--- src/wfa_pkg.sv ---
`timescale 1ns / 1ps

package wfa_pkg;

  localparam int MAX_FRAME_DEF      = 4096;
  localparam int SAMPLE_BITS_DEF    = 16;
  localparam int COS_TABLE_BITS_DEF = 10;

  localparam int PADDR_W     = 3;
  localparam int PDATA_W     = 32;
  localparam int REG_IDX_BIT = 2;
  localparam int WTYPE_W     = 2;
  localparam int FLEN_W      = 13;

  localparam logic REG_WINDOW_TYPE  = 1'b0;
  localparam logic REG_FRAME_LENGTH = 1'b1;

  localparam logic [WTYPE_W-1:0] WIN_HANNING  = 2'd0;
  localparam logic [WTYPE_W-1:0] WIN_HAMMING  = 2'd1;
  localparam logic [WTYPE_W-1:0] WIN_TRIANGLE = 2'd2;
  localparam logic [WTYPE_W-1:0] WIN_BLACKMAN = 2'd3;

  localparam logic [WTYPE_W-1:0] WTYPE_RESET = WIN_HAMMING;
  localparam logic [FLEN_W-1:0]  FLEN_RESET  = 13'd1024;

  typedef struct packed {
    logic [WTYPE_W-1:0] window_type;
    logic [FLEN_W-1:0]  frame_length;
  } cfg_t;

  localparam int MUL_W     = 33;
  localparam int PROD_W    = 66;
  localparam int ACC_W     = 32;
  localparam int COS_W     = 17;
  localparam int COEF_W    = 17;
  localparam int SUM_W     = 48;
  localparam int TRI_SHIFT = 17;
  localparam int Q_SHIFT   = 30;
  localparam int Q15_SHIFT = 15;

  localparam logic [ACC_W-1:0]  ONE30     = 32'd1073741824;
  localparam logic [ACC_W-1:0]  HALF_Q15  = 32'd16384;
  localparam logic [COEF_W-1:0] COEF_ONE  = 17'd32768;
  localparam logic [SUM_W-1:0]  HALF_Q30  = 48'd536870912;

  localparam logic [2:0] CSTEP_SQUARE = 3'd0;
  localparam logic [2:0] CSTEP_K6     = 3'd1;
  localparam logic [2:0] CSTEP_LAST   = 3'd6;

  localparam logic [ACC_W-1:0] K_A1 = 32'd1324675879;
  localparam logic [ACC_W-1:0] K_A2 = 32'd272375560;
  localparam logic [ACC_W-1:0] K_A3 = 32'd22401991;
  localparam logic [ACC_W-1:0] K_A4 = 32'd987048;
  localparam logic [ACC_W-1:0] K_A5 = 32'd27060;
  localparam logic [ACC_W-1:0] K_A6 = 32'd506;

  localparam logic [31:0] WA_HANN = 32'd536870912;
  localparam logic [31:0] WA_HAMM = 32'd579820585;
  localparam logic [31:0] WA_BLK  = 32'd450971566;
  localparam logic [31:0] WB_HANN = 32'd536870912;
  localparam logic [31:0] WB_HAMM = 32'd493921239;
  localparam logic [31:0] WB_BLK  = 32'd536870912;
  localparam logic [31:0] WC_BLK  = 32'd85899346;

  function automatic logic [ACC_W-1:0] horner_k(input logic [2:0] step);
    logic [ACC_W-1:0] k;
    case (step)
      3'd1:    k = K_A5;
      3'd2:    k = K_A4;
      3'd3:    k = K_A3;
      3'd4:    k = K_A2;
      3'd5:    k = K_A1;
      default: k = '0;
    endcase
    return k;
  endfunction

  function automatic logic [31:0] win_a(input logic [WTYPE_W-1:0] wtype);
    logic [31:0] a;
    case (wtype)
      WIN_HANNING: a = WA_HANN;
      WIN_HAMMING: a = WA_HAMM;
      default:     a = WA_BLK;
    endcase
    return a;
  endfunction

  function automatic logic [31:0] win_b(input logic [WTYPE_W-1:0] wtype);
    logic [31:0] b;
    case (wtype)
      WIN_HANNING: b = WB_HANN;
      WIN_HAMMING: b = WB_HAMM;
      default:     b = WB_BLK;
    endcase
    return b;
  endfunction

endpackage

--- src/wfa_if.sv ---
`timescale 1ns / 1ps

interface wfa_sample_if #(
  parameter int SAMPLE_BITS = wfa_pkg::SAMPLE_BITS_DEF
);
  logic                          valid;
  logic                          ready;
  logic signed [SAMPLE_BITS-1:0] sample_in;

  modport source (output valid, output sample_in, input ready);
  modport sink (input valid, input sample_in, output ready);
endinterface

interface wfa_result_if #(
  parameter int SAMPLE_BITS = wfa_pkg::SAMPLE_BITS_DEF
);
  logic                          valid;
  logic                          ready;
  logic signed [SAMPLE_BITS-1:0] windowed_sample;
  logic                          frame_end;

  modport source (output valid, output windowed_sample, output frame_end, input ready);
  modport sink (input valid, input windowed_sample, input frame_end, output ready);
endinterface

--- src/wfa_regs.sv ---
`timescale 1ns / 1ps

module wfa_regs (
  input  logic                          clk,
  input  logic                          rst,
  input  logic                          psel,
  input  logic                          penable,
  input  logic                          pwrite,
  input  logic [wfa_pkg::PADDR_W-1:0]   paddr,
  input  logic [wfa_pkg::PDATA_W-1:0]   pwdata,
  output logic [wfa_pkg::PDATA_W-1:0]   prdata,
  output logic                          pready,
  output wfa_pkg::cfg_t                 cfg
);

  logic wr;

  assign pready = 1'b1;
  assign wr     = psel && penable && pwrite;

  always_ff @(posedge clk) begin
    if (rst) begin
      cfg.window_type  <= wfa_pkg::WTYPE_RESET;
      cfg.frame_length <= wfa_pkg::FLEN_RESET;
    end else if (wr) begin
      case (paddr[wfa_pkg::REG_IDX_BIT])
        wfa_pkg::REG_WINDOW_TYPE: begin
          cfg.window_type <= pwdata[wfa_pkg::WTYPE_W-1:0];
        end
        wfa_pkg::REG_FRAME_LENGTH: begin
          cfg.frame_length <= pwdata[wfa_pkg::FLEN_W-1:0];
        end
        default: begin
        end
      endcase
    end
  end

  always_comb begin
    case (paddr[wfa_pkg::REG_IDX_BIT])
      wfa_pkg::REG_WINDOW_TYPE:  prdata = wfa_pkg::PDATA_W'(cfg.window_type);
      wfa_pkg::REG_FRAME_LENGTH: prdata = wfa_pkg::PDATA_W'(cfg.frame_length);
      default:                   prdata = '0;
    endcase
  end

endmodule

--- src/wfa_div.sv ---
`timescale 1ns / 1ps

module wfa_div #(
  parameter int LEN_W = 13,
  parameter int IDX_W = 12,
  parameter int QUO_W = 17
) (
  input  logic                         clk,
  input  logic                         rst,
  input  logic                         start,
  input  logic [$clog2(QUO_W+1)-1:0]   steps,
  input  logic [IDX_W-1:0]             dividend,
  input  logic [LEN_W-1:0]             divisor,
  output logic                         done,
  output logic [QUO_W-1:0]             quotient
);

  localparam int CNT_W = $clog2(QUO_W + 1);

  logic [LEN_W:0]   rem;
  logic [LEN_W-1:0] dvs;
  logic [CNT_W-1:0] cnt;
  logic             busy;
  logic [LEN_W:0]   shifted;
  logic [LEN_W:0]   diff;
  logic             fits;

  assign shifted = {rem[LEN_W-1:0], 1'b0};
  assign fits    = shifted >= {1'b0, dvs};
  assign diff    = shifted - {1'b0, dvs};

  always_ff @(posedge clk) begin
    if (rst) begin
      busy <= 1'b0;
      done <= 1'b0;
      cnt  <= '0;
    end else begin
      done <= 1'b0;
      if (start) begin
        busy <= 1'b1;
        cnt  <= steps;
      end else if (busy) begin
        cnt <= cnt - CNT_W'(1);
        if (cnt == CNT_W'(1)) begin
          busy <= 1'b0;
          done <= 1'b1;
        end
      end
    end
  end

  always_ff @(posedge clk) begin
    if (start) begin
      rem      <= (LEN_W+1)'(dividend);
      dvs      <= divisor;
      quotient <= '0;
    end else if (busy) begin
      rem      <= fits ? diff : shifted;
      quotient <= {quotient[QUO_W-2:0], fits};
    end
  end

endmodule

--- src/wfa_mult.sv ---
`timescale 1ns / 1ps

module wfa_mult (
  input  logic                               clk,
  input  logic                               en,
  input  logic signed [wfa_pkg::MUL_W-1:0]   a,
  input  logic signed [wfa_pkg::MUL_W-1:0]   b,
  output logic signed [wfa_pkg::PROD_W-1:0]  prod
);

  always_ff @(posedge clk) begin
    if (en) begin
      prod <= a * b;
    end
  end

endmodule

--- src/window_function_apply_unit.sv ---
`timescale 1ns / 1ps
// A new word is taken only while the unit is idle, after the previous result word has been
// written to the output, so words are not overlapped. The serial divider (one quotient bit a
// cycle) and the single shared 33x33 multiplier (seven products per cosine) set the pace.
// Synchronous reset selects Hamming with length 1024 and restarts the frame at position 0.
module window_function_apply_unit #(
  parameter int MAX_FRAME      = wfa_pkg::MAX_FRAME_DEF,
  parameter int SAMPLE_BITS    = wfa_pkg::SAMPLE_BITS_DEF,
  parameter int COS_TABLE_BITS = wfa_pkg::COS_TABLE_BITS_DEF
) (
  input  logic                          clk,
  input  logic                          rst,
  input  logic                          psel,
  input  logic                          penable,
  input  logic                          pwrite,
  input  logic [wfa_pkg::PADDR_W-1:0]   paddr,
  input  logic [wfa_pkg::PDATA_W-1:0]   pwdata,
  output logic [wfa_pkg::PDATA_W-1:0]   prdata,
  output logic                          pready,
  wfa_sample_if.sink                    samples,
  wfa_result_if.source                  results
);

  localparam int LW  = $clog2(MAX_FRAME + 1);
  localparam int PW  = $clog2(MAX_FRAME);
  localparam int XW  = (LW > wfa_pkg::FLEN_W) ? LW : wfa_pkg::FLEN_W;
  localparam int P   = COS_TABLE_BITS;
  localparam int QW  = (P + 2 > wfa_pkg::TRI_SHIFT) ? P + 2 : wfa_pkg::TRI_SHIFT;
  localparam int CW  = $clog2(QW + 1);
  localparam int RW  = P - 2;
  localparam int TW  = P - 1;
  localparam int MW  = wfa_pkg::MUL_W;
  localparam int PRW = wfa_pkg::PROD_W;
  localparam int AW  = wfa_pkg::ACC_W;
  localparam int SW  = wfa_pkg::SUM_W;

  localparam logic signed [PRW-1:0] SMAX =
    {{(PRW-SAMPLE_BITS+1){1'b0}}, {(SAMPLE_BITS-1){1'b1}}};
  localparam logic signed [PRW-1:0] SMIN = ~SMAX;
  localparam logic signed [PRW-1:0] PRND = PRW'(wfa_pkg::HALF_Q15);

  localparam logic [3:0] S_IDLE = 4'd0;
  localparam logic [3:0] S_DIV  = 4'd1;
  localparam logic [3:0] S_CMUL = 4'd2;
  localparam logic [3:0] S_CUPD = 4'd3;
  localparam logic [3:0] S_WMUL = 4'd4;
  localparam logic [3:0] S_WUPD = 4'd5;
  localparam logic [3:0] S_CRND = 4'd6;
  localparam logic [3:0] S_SMUL = 4'd7;
  localparam logic [3:0] S_SUPD = 4'd8;

  wfa_pkg::cfg_t cfg;

  logic [3:0]  state;
  logic [3:0]  state_next;
  logic [PW-1:0] position;
  logic [2:0]  cstep;
  logic        pass;
  logic        out_valid;
  logic        out_free;
  logic        accept;

  logic signed [SAMPLE_BITS-1:0] sample_q;
  logic                          last_q;
  logic [P-1:0]                  kreg;
  logic [P-1:0]                  k2_q;
  logic [AW-1:0]                 v;
  logic [AW-1:0]                 acc;
  logic signed [wfa_pkg::COS_W-1:0] creg;
  logic signed [SW-1:0]          wsum;
  logic [wfa_pkg::COEF_W-1:0]    coef;

  logic [XW-1:0] flen_x;
  logic [XW-1:0] len_x;
  logic [LW-1:0] len;
  logic [LW-1:0] pos_x;
  logic [LW-1:0] idx;
  logic [LW-1:0] half;
  logic [LW-1:0] m_x;
  logic [LW-1:0] nxt_x;
  logic          is_last;
  logic          is_tri;
  logic          is_blk;

  logic          div_start;
  logic          div_done;
  logic [QW-1:0] quo;
  logic [QW:0]   yp1;
  logic [QW:0]   yp2;

  logic [1:0]    quad;
  logic [RW-1:0] rpart;
  logic [TW-1:0] tfold;
  logic [AW-1:0] uval;
  logic          cneg;

  logic                  mul_en;
  logic signed [MW-1:0]  mul_a;
  logic signed [MW-1:0]  mul_b;
  logic signed [PRW-1:0] prod;

  logic [AW-1:0]                 ph;
  logic [AW-1:0]                 cres;
  logic [wfa_pkg::COS_W-1:0]     cmag;
  logic signed [wfa_pkg::COS_W-1:0] cval;
  logic signed [SW-1:0]          wa;
  logic signed [SW-1:0]          wprod;
  logic [SW-1:0]                 wrnd;
  logic signed [PRW-1:0]         prnd;
  logic signed [PRW-1:0]         pshift;
  logic signed [SAMPLE_BITS-1:0] sat;

  wfa_regs u_regs (
    .clk     (clk),
    .rst     (rst),
    .psel    (psel),
    .penable (penable),
    .pwrite  (pwrite),
    .paddr   (paddr),
    .pwdata  (pwdata),
    .prdata  (prdata),
    .pready  (pready),
    .cfg     (cfg)
  );

  always_comb begin
    flen_x = XW'(cfg.frame_length);
    if (flen_x == '0) begin
      len_x = XW'(1);
    end else if (flen_x > XW'(MAX_FRAME)) begin
      len_x = XW'(MAX_FRAME);
    end else begin
      len_x = flen_x;
    end
    len    = len_x[LW-1:0];
    pos_x  = LW'(position);
    idx    = (pos_x >= len) ? '0 : pos_x;
    half   = len >> 1;
    is_tri = cfg.window_type == wfa_pkg::WIN_TRIANGLE;
    is_blk = cfg.window_type == wfa_pkg::WIN_BLACKMAN;
    if (idx > half) begin
      m_x = len - LW'(1) - idx;
    end else if (idx == half && is_tri && !len[0]) begin
      m_x = half - LW'(1);
    end else begin
      m_x = idx;
    end
    is_last = idx == len - LW'(1);
    nxt_x   = (idx + LW'(1) >= len) ? '0 : idx + LW'(1);
  end

  assign accept    = samples.valid && samples.ready;
  assign div_start = accept;

  wfa_div #(
    .LEN_W (LW),
    .IDX_W (PW),
    .QUO_W (QW)
  ) u_div (
    .clk      (clk),
    .rst      (rst),
    .start    (div_start),
    .steps    (is_tri ? CW'(wfa_pkg::TRI_SHIFT) : CW'(P + 2)),
    .dividend (m_x[PW-1:0]),
    .divisor  (len),
    .done     (div_done),
    .quotient (quo)
  );

  assign yp1 = {1'b0, quo} + (QW+1)'(1);
  assign yp2 = {1'b0, quo} + (QW+1)'(2);

  always_comb begin
    quad  = kreg[P-1:P-2];
    rpart = kreg[RW-1:0];
    tfold = quad[0] ? (TW'(1) << RW) - TW'(rpart) : TW'(rpart);
    uval  = AW'(tfold) << (AW - P);
    cneg  = quad[0] ^ quad[1];
  end

  always_comb begin
    mul_en = 1'b0;
    mul_a  = '0;
    mul_b  = '0;
    case (state)
      S_CMUL: begin
        mul_en = 1'b1;
        if (cstep == wfa_pkg::CSTEP_SQUARE) begin
          mul_a = MW'(uval);
          mul_b = MW'(uval);
        end else if (cstep == wfa_pkg::CSTEP_K6) begin
          mul_a = MW'(wfa_pkg::K_A6);
          mul_b = MW'(v);
        end else begin
          mul_a = MW'(acc);
          mul_b = MW'(v);
        end
      end
      S_WMUL: begin
        mul_en = 1'b1;
        mul_a  = pass ? MW'(wfa_pkg::WC_BLK) : MW'(wfa_pkg::win_b(cfg.window_type));
        mul_b  = MW'(creg);
      end
      S_SMUL: begin
        mul_en = 1'b1;
        mul_a  = MW'(sample_q);
        mul_b  = MW'(coef);
      end
      default: begin
      end
    endcase
  end

  wfa_mult u_mult (
    .clk  (clk),
    .en   (mul_en),
    .a    (mul_a),
    .b    (mul_b),
    .prod (prod)
  );

  always_comb begin
    ph    = prod[wfa_pkg::Q_SHIFT+AW-1:wfa_pkg::Q_SHIFT];
    cres  = (ph >= wfa_pkg::ONE30) ? '0 : wfa_pkg::ONE30 - ph;
    cmag  = wfa_pkg::COS_W'((cres + wfa_pkg::HALF_Q15) >> wfa_pkg::Q15_SHIFT);
    cval  = cneg ? -$signed(cmag) : $signed(cmag);
    wa    = $signed(SW'(wfa_pkg::win_a(cfg.window_type)) << wfa_pkg::Q15_SHIFT);
    wprod = prod[SW-1:0];
    wrnd  = wsum + wfa_pkg::HALF_Q30;
    prnd  = prod + PRND;
    pshift = prnd >>> wfa_pkg::Q15_SHIFT;
    if (pshift > SMAX) begin
      sat = SMAX[SAMPLE_BITS-1:0];
    end else if (pshift < SMIN) begin
      sat = SMIN[SAMPLE_BITS-1:0];
    end else begin
      sat = pshift[SAMPLE_BITS-1:0];
    end
  end

  assign out_free      = !out_valid || results.ready;
  assign samples.ready = state == S_IDLE;
  assign results.valid = out_valid;

  always_comb begin
    state_next = state;
    case (state)
      S_IDLE: begin
        if (accept) begin
          state_next = S_DIV;
        end
      end
      S_DIV: begin
        if (div_done) begin
          state_next = is_tri ? S_SMUL : S_CMUL;
        end
      end
      S_CMUL: begin
        state_next = S_CUPD;
      end
      S_CUPD: begin
        state_next = (cstep == wfa_pkg::CSTEP_LAST) ? S_WMUL : S_CMUL;
      end
      S_WMUL: begin
        state_next = S_WUPD;
      end
      S_WUPD: begin
        state_next = (!pass && is_blk) ? S_CMUL : S_CRND;
      end
      S_CRND: begin
        state_next = S_SMUL;
      end
      S_SMUL: begin
        state_next = S_SUPD;
      end
      S_SUPD: begin
        if (out_free) begin
          state_next = S_IDLE;
        end
      end
      default: begin
        state_next = S_IDLE;
      end
    endcase
  end

  always_ff @(posedge clk) begin
    if (rst) begin
      state     <= S_IDLE;
      position  <= '0;
      cstep     <= '0;
      pass      <= 1'b0;
      out_valid <= 1'b0;
    end else begin
      state <= state_next;
      if (accept) begin
        position <= nxt_x[PW-1:0];
      end
      if (state == S_DIV && div_done) begin
        cstep <= wfa_pkg::CSTEP_SQUARE;
        pass  <= 1'b0;
      end else if (state == S_CUPD && cstep != wfa_pkg::CSTEP_LAST) begin
        cstep <= cstep + 3'd1;
      end else if (state == S_WUPD && !pass && is_blk) begin
        cstep <= wfa_pkg::CSTEP_SQUARE;
        pass  <= 1'b1;
      end
      if (state == S_SUPD && out_free) begin
        out_valid <= 1'b1;
      end else if (results.ready) begin
        out_valid <= 1'b0;
      end
    end
  end

  always_ff @(posedge clk) begin
    case (state)
      S_IDLE: begin
        if (accept) begin
          sample_q <= samples.sample_in;
          last_q   <= is_last;
        end
      end
      S_DIV: begin
        if (div_done) begin
          coef <= wfa_pkg::COEF_W'(yp1[QW:1]);
          kreg <= yp2[P+1:2];
          k2_q <= yp1[P:1];
        end
      end
      S_CUPD: begin
        if (cstep == wfa_pkg::CSTEP_SQUARE) begin
          v <= ph;
        end else if (cstep == wfa_pkg::CSTEP_LAST) begin
          creg <= cval;
        end else begin
          acc <= wfa_pkg::horner_k(cstep) - ph;
        end
      end
      S_WUPD: begin
        wsum <= pass ? wsum + wprod : wa - wprod;
        if (!pass && is_blk) begin
          kreg <= k2_q;
        end
      end
      S_CRND: begin
        coef <= wsum[SW-1] ? '0 :
                wrnd[wfa_pkg::Q_SHIFT+wfa_pkg::COEF_W-1:wfa_pkg::Q_SHIFT];
      end
      S_SUPD: begin
        if (out_free) begin
          results.windowed_sample <= sat;
          results.frame_end       <= last_q;
        end
      end
      default: begin
      end
    endcase
  end

  a_busy_after_accept: assert property (@(posedge clk) disable iff (rst)
    accept |=> !samples.ready)
    else $error("input taken while a word is still in work");

  a_frame_wrap: assert property (@(posedge clk) disable iff (rst)
    (accept && is_last) |=> position == '0)
    else $error("position did not restart after the last word of a frame");

  a_div_owner: assert property (@(posedge clk) disable iff (rst)
    div_done |-> state == S_DIV)
    else $error("divider finished outside the divide phase");

  a_coef_range: assert property (@(posedge clk) disable iff (rst)
    state == S_SMUL |-> coef <= wfa_pkg::COEF_ONE)
    else $error("window coefficient above one");

  a_cstep_range: assert property (@(posedge clk) disable iff (rst)
    (state == S_CMUL || state == S_CUPD) |-> cstep <= wfa_pkg::CSTEP_LAST)
    else $error("cosine step counter out of range");

endmodule
--- src/flat_wrapper.sv ---
// flat-port wrapper written by rule: the top's interface ports become plain ports
module window_function_apply_unit_flat 
#(
  parameter int MAX_FRAME      = wfa_pkg::MAX_FRAME_DEF,
  parameter int SAMPLE_BITS    = wfa_pkg::SAMPLE_BITS_DEF,
  parameter int COS_TABLE_BITS = wfa_pkg::COS_TABLE_BITS_DEF
)
  (clk, rst, psel, penable, pwrite, paddr, pwdata, prdata, pready, samples_valid, samples_sample_in, samples_ready, results_valid, results_windowed_sample, results_frame_end, results_ready);
  wfa_sample_if #(.SAMPLE_BITS(SAMPLE_BITS)) samples_i ();
  wfa_result_if #(.SAMPLE_BITS(SAMPLE_BITS)) results_i ();
  input  logic clk;
  input  logic rst;
  input  logic psel;
  input  logic penable;
  input  logic pwrite;
  input  logic [wfa_pkg::PADDR_W-1:0] paddr;
  input  logic [wfa_pkg::PDATA_W-1:0] pwdata;
  output logic [wfa_pkg::PDATA_W-1:0] prdata;
  output logic pready;
  input wire logic [$bits(samples_i.valid)-1:0] samples_valid;
  input wire logic [$bits(samples_i.sample_in)-1:0] samples_sample_in;
  output wire logic [$bits(samples_i.ready)-1:0] samples_ready;
  output wire logic [$bits(results_i.valid)-1:0] results_valid;
  output wire logic [$bits(results_i.windowed_sample)-1:0] results_windowed_sample;
  output wire logic [$bits(results_i.frame_end)-1:0] results_frame_end;
  input wire logic [$bits(results_i.ready)-1:0] results_ready;
  assign samples_i.valid = samples_valid;
  assign samples_i.sample_in = samples_sample_in;
  assign samples_ready = samples_i.ready;
  assign results_valid = results_i.valid;
  assign results_windowed_sample = results_i.windowed_sample;
  assign results_frame_end = results_i.frame_end;
  assign results_i.ready = results_ready;
  window_function_apply_unit #(.MAX_FRAME(MAX_FRAME), .SAMPLE_BITS(SAMPLE_BITS), .COS_TABLE_BITS(COS_TABLE_BITS)) u_core (.clk(clk), .rst(rst), .psel(psel), .penable(penable), .pwrite(pwrite), .paddr(paddr), .pwdata(pwdata), .prdata(prdata), .pready(pready), .samples(samples_i), .results(results_i));
endmodule
--- config.mk ---
export PLATFORM = sky130hd
export DESIGN_NAME = window_function_apply_unit_flat
export DESIGN_NICKNAME = d
export VERILOG_FILES = /design/src/wfa_pkg.sv /design/src/wfa_if.sv /design/src/wfa_regs.sv /design/src/wfa_div.sv /design/src/wfa_mult.sv /design/src/window_function_apply_unit.sv /design/src/flat_wrapper.sv
export SDC_FILE = /design/constraint.sdc
export NUM_CORES = 2
export LEC_CHECK = 0
export ABC_AREA = 1
export BUFFER_PORTS_ARGS = -buffer_cell sky130_fd_sc_hd__buf_4
export CAP_MARGIN = 20
export CORE_UTILIZATION = 55
export DETAILED_ROUTE_END_ITERATION = 10
export PLACE_DENSITY = 0.77
export SYNTH_ARGS = -nofsm -noshare
export SYNTH_HDL_FRONTEND = slang
export SYNTH_SLANG_ARGS = --single-unit
--- constraint.sdc ---
create_clock -name clk -period 11.6 [get_ports clk]
set_input_delay 1.16 -clock clk [delete_from_list [all_inputs] [get_ports clk]]
set_output_delay 1.16 -clock clk [all_outputs]
set_load 0.01 [all_outputs]
Yosys cells after proc, flatten, opt, wreduce, memory -nomap -nowiden
Cells that the tools add are included.

word-level totals
  flip-flop bits (word level) = 352
  logic and storage cells = 175
  output and inout port bits = 52
  input bits = 58

cells by class
  bitwise operators = 6
  $mul = 1
  reductions and logical operators = 39
  add/subtract/negate cells = 18
  equality and inequality tests = 25
  $lt $le $gt $ge = 8
  muxes and demuxes = 52

operators by type and width
  operator                                                                                count
  33-bit one-hot mux with 3 select lines                                                  2
  32-bit 2-to-1 mux                                                                       6
  31-bit one-hot mux with 5 select lines                                                  1
  12-bit 2-to-1 mux                                                                       6
  66-bit by 16-bit adder with 66-bit output (second input constant)                       1
  33-bit by 33-bit multiplier with 66-bit output                                          1
  32-bit one-hot mux with 2 select lines                                                  1
  30-bit 2-to-1 mux                                                                       2
  30-bit one-hot mux with 2 select lines                                                  1
  51-bit by 16-bit greater-than comparator with 1-bit output (second input constant)      1
  51-bit by 16-bit less-than comparator with 1-bit output (second input constant)         1
  17-bit 2-to-1 mux                                                                       3
  48-bit adder                                                                            1
  48-bit 2-to-1 mux                                                                       1
  46-bit by 48-bit subtractor with 48-bit output                                          1
  47-bit by 30-bit adder with 47-bit output (second input constant)                       1
  13-bit 2-to-1 mux                                                                       3
  4-bit one-hot mux with 9 select lines                                                   1
  17-bit one-hot mux with 2 select lines                                                  1
  33-bit 2-to-1 mux                                                                       1
  32-bit by 15-bit adder with 32-bit output (second input constant)                       1
  32-bit by 31-bit greater-or-equal comparator with 1-bit output (second input constant)  1
  31-bit by 32-bit subtractor with 32-bit output (first input constant)                   1
  32-bit subtractor                                                                       1
  53 further kinds                                                                        109

Depth between registers and ports, before layout
  depth after elaboration = 11
  depth in mapped cells = 42
  mapped depth without buffers = 41

Modules after synthesis
From an unflattened synthesis, not the netlist that was laid out.

second synthesis, totals
  cell total of the unflattened synthesis = 9514
  area total of the unflattened synthesis = 70540.2 um^2

by module, submodules not included
  module                      cells an instance  seq. area each (um^2)  times used  area each (um^2)
  wfa_mult                    5623               1981.9                 1           44026.0
  window_function_apply_unit  3376               6426.2                 1           22611.7
  wfa_div                     366                1251.2                 1           2887.8
  wfa_regs                    149                300.3                  1           1014.7

Worst setup path before layout
Ideal clock, no wire load.

  path type = reg2reg
  start = register u_core.cstep[1]
  end = register u_core.u_mult.prod[59] in the netlist's numbering, data pin
  data arrival time = 8.216 ns
  clock period less this slack = 8.475 ns
  path slack = 3.125 ns
  data required time = 11.341 ns
  path buffers = 2
  library setup time = 0.259 ns
  stages on the path, launching flop included = 30
  cells stage by stage = dfxtp_1 inv_1 ha_1 nand2_1 clkbuf_1 nand2_1 nor2_1 a221oi_2 clkbuf_1 nor2_1 fa_1 fa_1 fa_1 fa_1 fa_1 fa_1 fa_1 inv_1 fa_1 inv_1 ha_1 nand2_1 nand2_1 a31oi_1 o21ai_0 a21oi_1 o21ai_0 a21oi_1 nand2_1 xor2_1

on the way
  longest elaborated chain between the ends = 5
  elaborated cells on any way between the ends = 8
  classes of those cells = mul: 1; eq/ne: 1; mux: 5; reduce/logical: 1

RTL lines
  what                                              RTL line                           source
  from (decl)                                       window_function_apply_unit.sv:57   logic [2:0] cstep;
  from (signal assigned)                            window_function_apply_unit.sv:300  cstep <= wfa_pkg::CSTEP_SQUARE;
  from (signal assigned)                            window_function_apply_unit.sv:303  cstep <= cstep + 3'd1;
  from (signal assigned)                            window_function_apply_unit.sv:305  cstep <= wfa_pkg::CSTEP_SQUARE;
  3-bit by 1-bit equality test with 1-bit output    window_function_apply_unit.sv:191  end else if (cstep == wfa_pkg::CSTEP_K6) begin
  32-bit 2-to-1 mux                                 window_function_apply_unit.sv:191
  33-bit 2-to-1 mux                                 window_function_apply_unit.sv:188  if (cstep == wfa_pkg::CSTEP_SQUARE) begin
  33-bit one-hot mux with 3 select lines            window_function_apply_unit.sv:185  case (state)
  33-bit by 33-bit multiplier with 66-bit output *  wfa_mult.sv:13                     prod <= a * b;
  to (signal assigned)                              wfa_mult.sv:13
  to (decl)                                         wfa_mult.sv:8                      output logic signed [wfa_pkg::PROD_W-1:0] prod

Mark *: on every way between the ends. The rest lies on a longest branch, timed or not.
A chain may end at the register's enable or synchronous reset.

Worst setup path in the final report
  start = register u_core.cstep[1]
  end = register u_core.u_mult.prod[65] in the netlist's numbering, data pin

The elaborated chain is that of the path after synthesis.

==> impl_metrics.py <==
metrics = {
    "clock_tree": {
        "htreeDepth": 2,
        "clock_latency_ns": 0.60,
        "cts-root-buf": "clkbuf_16",
        "path_clk_slew_ns": 0.07,
        "clockBufferDepth": 3,
        "cts_buffers": 39,
        "cts_sinks": 352,
        "cts_tree": "built",
        "post_cts_resized": 0,
        "postCtsHoldBufs": 0,
        "post_cts_buffers": 0,
    },
    "floorplan": {
        "fp.dieW_um": 349.0,
        "dieArea_sq_um": 121800,
        "die_h_um": 349.0,
        "start_util": 0.5578,
        "core_sq_um": 118700,
        "pin_count": 110,
        "rows": 126,
    },
    "yosys": {
        "yosysTopAreaCellShare": 0.3474,
        "synth_cell_type_count": 73,
        "synth_seq_cells": 352,
        "synthSimpleGateAreaFrac": 0.1929,
        "synth_seq_area_share": 0.1504,
        "synth_area_per_cell_sq_um": 7.985,
        "ys_async_sr_fraction": 0,
        "netlist_instances": 8293,
        "synth_xor_area_frac": 0.03307,
        "synth_edf_count": 291,
        "synth_compound_area_frac": 0.07685,
        "synth_flop_cell": "edfxtp_1",
        "yosysTopAreaCell": "fa_1",
        "synth_top_family_by_area": "adder cells",
        "syn_area_sq_um": 66220,
        "synth_area_leaders": "fa_1 35%, edfxtp_1 13%, inv_1 10%",
        "ys_warn_count": 0,
        "yosys.area_share.adder": 0.4230,
        "synth_mux_area_frac": 0.0001512,
    },
    "final_layout": {
        "fin_nets": 9922,
        "final_common_cell": "inv_1",
        "final_cell_mix": "1,829 x inv_1, 1,468 x nand2_1, 1,171 x nor2_1",
        "fin_cells": 9948,
        "area_growth_pct": 6.043,
        "drive_gt1_frac": 0.04889,
    },
    "timing": {
        "slew_headroom": 0.2259,
        "tns_ns": 0,
        "rsz0062_at_grt": "no",
        "fmax_mhz": 92.80,
        "clock_skew_ns": 0.02452,
        "worst_slew_pin_slew_ns": 1.161,
        "drv_slew": 0,
        "min_period_ns": 10.78,
        "fin_crit_sh": 0.9290,
        "final-hold-violation-count": 0,
        "setup_viol": 0,
    },
    "run_status": {
        "status": "completed",
    },
    "routing": {
        "detail_route.first_pass.iterations": 6,
        "drt_wl_total_um": 221700,
        "viasPerCell": 5.724,
        "antenna_left": 0,
        "vias": 56950,
        "first_iter_violations": 5479,
        "drcViolationCount": 0,
        "wl_per_cell_um": 22.28,
    },
    "power_and_ir_drop": {
        "seq_power_share": 0.244,
        "power.leakage_nw": 35.23,
        "p_sw_mw": 3.481,
        "p_per_area_nw_per_um2": 104.6,
        "p_sw_frac": 0.4741,
        "p_int_mw": 3.861,
        "combinationalPowerShare": 0.578,
        "ir_drop_v": 0.0003331,
        "clockPowerShare": 0.177,
    },
    "global_routing": {
        "gr-usage-met3": 0.09224,
        "grt.total_usage": 0.3685,
        "antenna_found_initial": 8,
        "grt.overflow.total": 0,
        "grt.met1_usage": 0.4771,
        "grt_start_max_net_pins": 67,
        "grt_pass1_wl_um": 336800,
        "grt_use_met2": 0.5850,
        "grt_pass1_vias": 57960,
        "grt_busiest_layer": "met2",
    },
    "placed_design": {
        "io_buffers": 68,
        "post-place-cells": 9872,
        "gp_congestion": 1.037,
        "dp_hpwl_um": 182600,
    },
    "worst_setup_path": {
        "cp_max_fo": 20,
        "cp-end-kind": "flop",
        "crit_cells": 33,
        "cp_num_buf_inv": 10,
        "slowest_stage": "o21ai_0",
        "worst_path_largest_cell_delay_ns": 0.69,
        "required_ns": 11.93,
        "crit_arrival_ns": 11.11,
        "crit_type": "flop to flop",
        "cp-start-kind": "flop",
        "r2r_cells": 33,
        "cp_top_family": "adder cells",
    },
    "min_path": {
        "holdPathStages": 0,
        "hold_path.class": "flop to flop",
    },
    "flow_run": {
        "cap_violations": 0,
    },
}
-- layout make-up --
| class | instances | area (sq um) |
|---|---|---|
| clock inverters | 26 | 234.0 |
| well taps | 1600 | 2002 |
| fillers | 10720 | 48490 |
| inverters | 1865 | 7000 |
| flip-flops and latches | 352 | 9961 |
| diodes | 3 | 7.507 |
| clock buffers | 45 | 1041 |
| multi-input cells | 5857 | 48460 |
| repair buffers | 200 | 1509 |
-- path summary, 6_finish.rpt --
path / startpoint / end / slack [ns]
max: u_core.cstep[1]$_SDFFE_PP0P_ / u_core.u_mult.prod[65]$_DFFE_PP_ / 0.82
min: u_core.last_q$_DFFE_PP_ / u_core.results.frame_end$_DFFE_PP_ / 0.42
min reg2reg: u_core.last_q$_DFFE_PP_ / u_core.results.frame_end$_DFFE_PP_ / 0.42
max reg2reg: u_core.cstep[1]$_SDFFE_PP0P_ / u_core.u_mult.prod[65]$_DFFE_PP_ / 0.82
-- kinds of logic (layout without fill, tap and decap cells) --
| kind of cell | Yosys count | in the layout |
|---|---|---|
| AND/OR/NAND/NOR | 3116 | 3116 |
| buffers and inverters | 2131 | 2136 |
| adder cells (fa/ha/maj) | 1549 | 1549 |
| AO/OA/AOI/OAI | 895 | 895 |
| flip-flops | 352 | 352 |
| XOR/XNOR | 247 | 247 |
| other | 2 | 52 |
| multiplexers | 1 | 1 |
-- metrics by stage --
stage	utilization	hold slack [ns]	instance area, sq um	total power, mW	setup WS (ns)
finish	0.5915	0.4236	70220	7.342	0.8240
global route	0.5914	0.4294	70210	7.928	0.4500
CTS	0.5912	0.4274	70190	7.315	1.050
detailed placement	0.5805	0.4072	68910	5.994	1.103
global placement	0.5805	0.4100	68910	5.853	1.345
floorplan	-	0.4003	66390	4.827	3.125
-- sequential cells by signal, summed over array words and instances (netlist names), 15 cells and up --
register                        count
u_core.results.windowed_sample     16
u_core.u_mult.prod                 66
u_core.sample_q                    16
u_core.v                           32
u_core.coef                        17
u_core.wsum                        48
u_core.creg                        17
u_core.acc                         32
u_core.u_regs.cfg                  15
u_core.u_div.quotient              17
-- power by group through the flow --
| stage | sequential (mW) | combinational (mW) | clock, mW |
|---|---|---|---|
| after floorplan | 1.71 | 3.11 | 0 |
| after global placement | 1.81 | 4.04 | 0 |
| final | 1.79 | 4.25 | 1.30 |
| after global routing | 1.80 | 4.77 | 1.37 |
| after detailed placement | 1.81 | 4.18 | 0 |
| after CTS | 1.79 | 4.21 | 1.32 |
-- synthesized netlist by cell type (15+ instances only) --
library cell  count
a21oi_1         382
fa_1           1149
nand4_1          75
nand3_1         177
ha_1            400
nor2_2           22
clkbuf_1        178
buf_4            26
a31oi_1          42
nor4_1           24
xnor2_1          67
xor2_1          178
dfxtp_1          61
nand2_2          15
nor3_1           82
nor2_1         1178
inv_1          1829
o211ai_1         22
clkinv_1         16
o21a_1           26
a22oi_1          19
o21ai_0         276
buf_2            45
inv_2            20
nand2_1        1468
edfxtp_1        291
-- metal layers --
metal  part of all wire  up-vias
li1                   -    25220
met1               0.38    27950
met2               0.45     3043
met3               0.11      738
met4              0.054        4
met5            0.00012        -
Power figures use the tool's default switching activity.
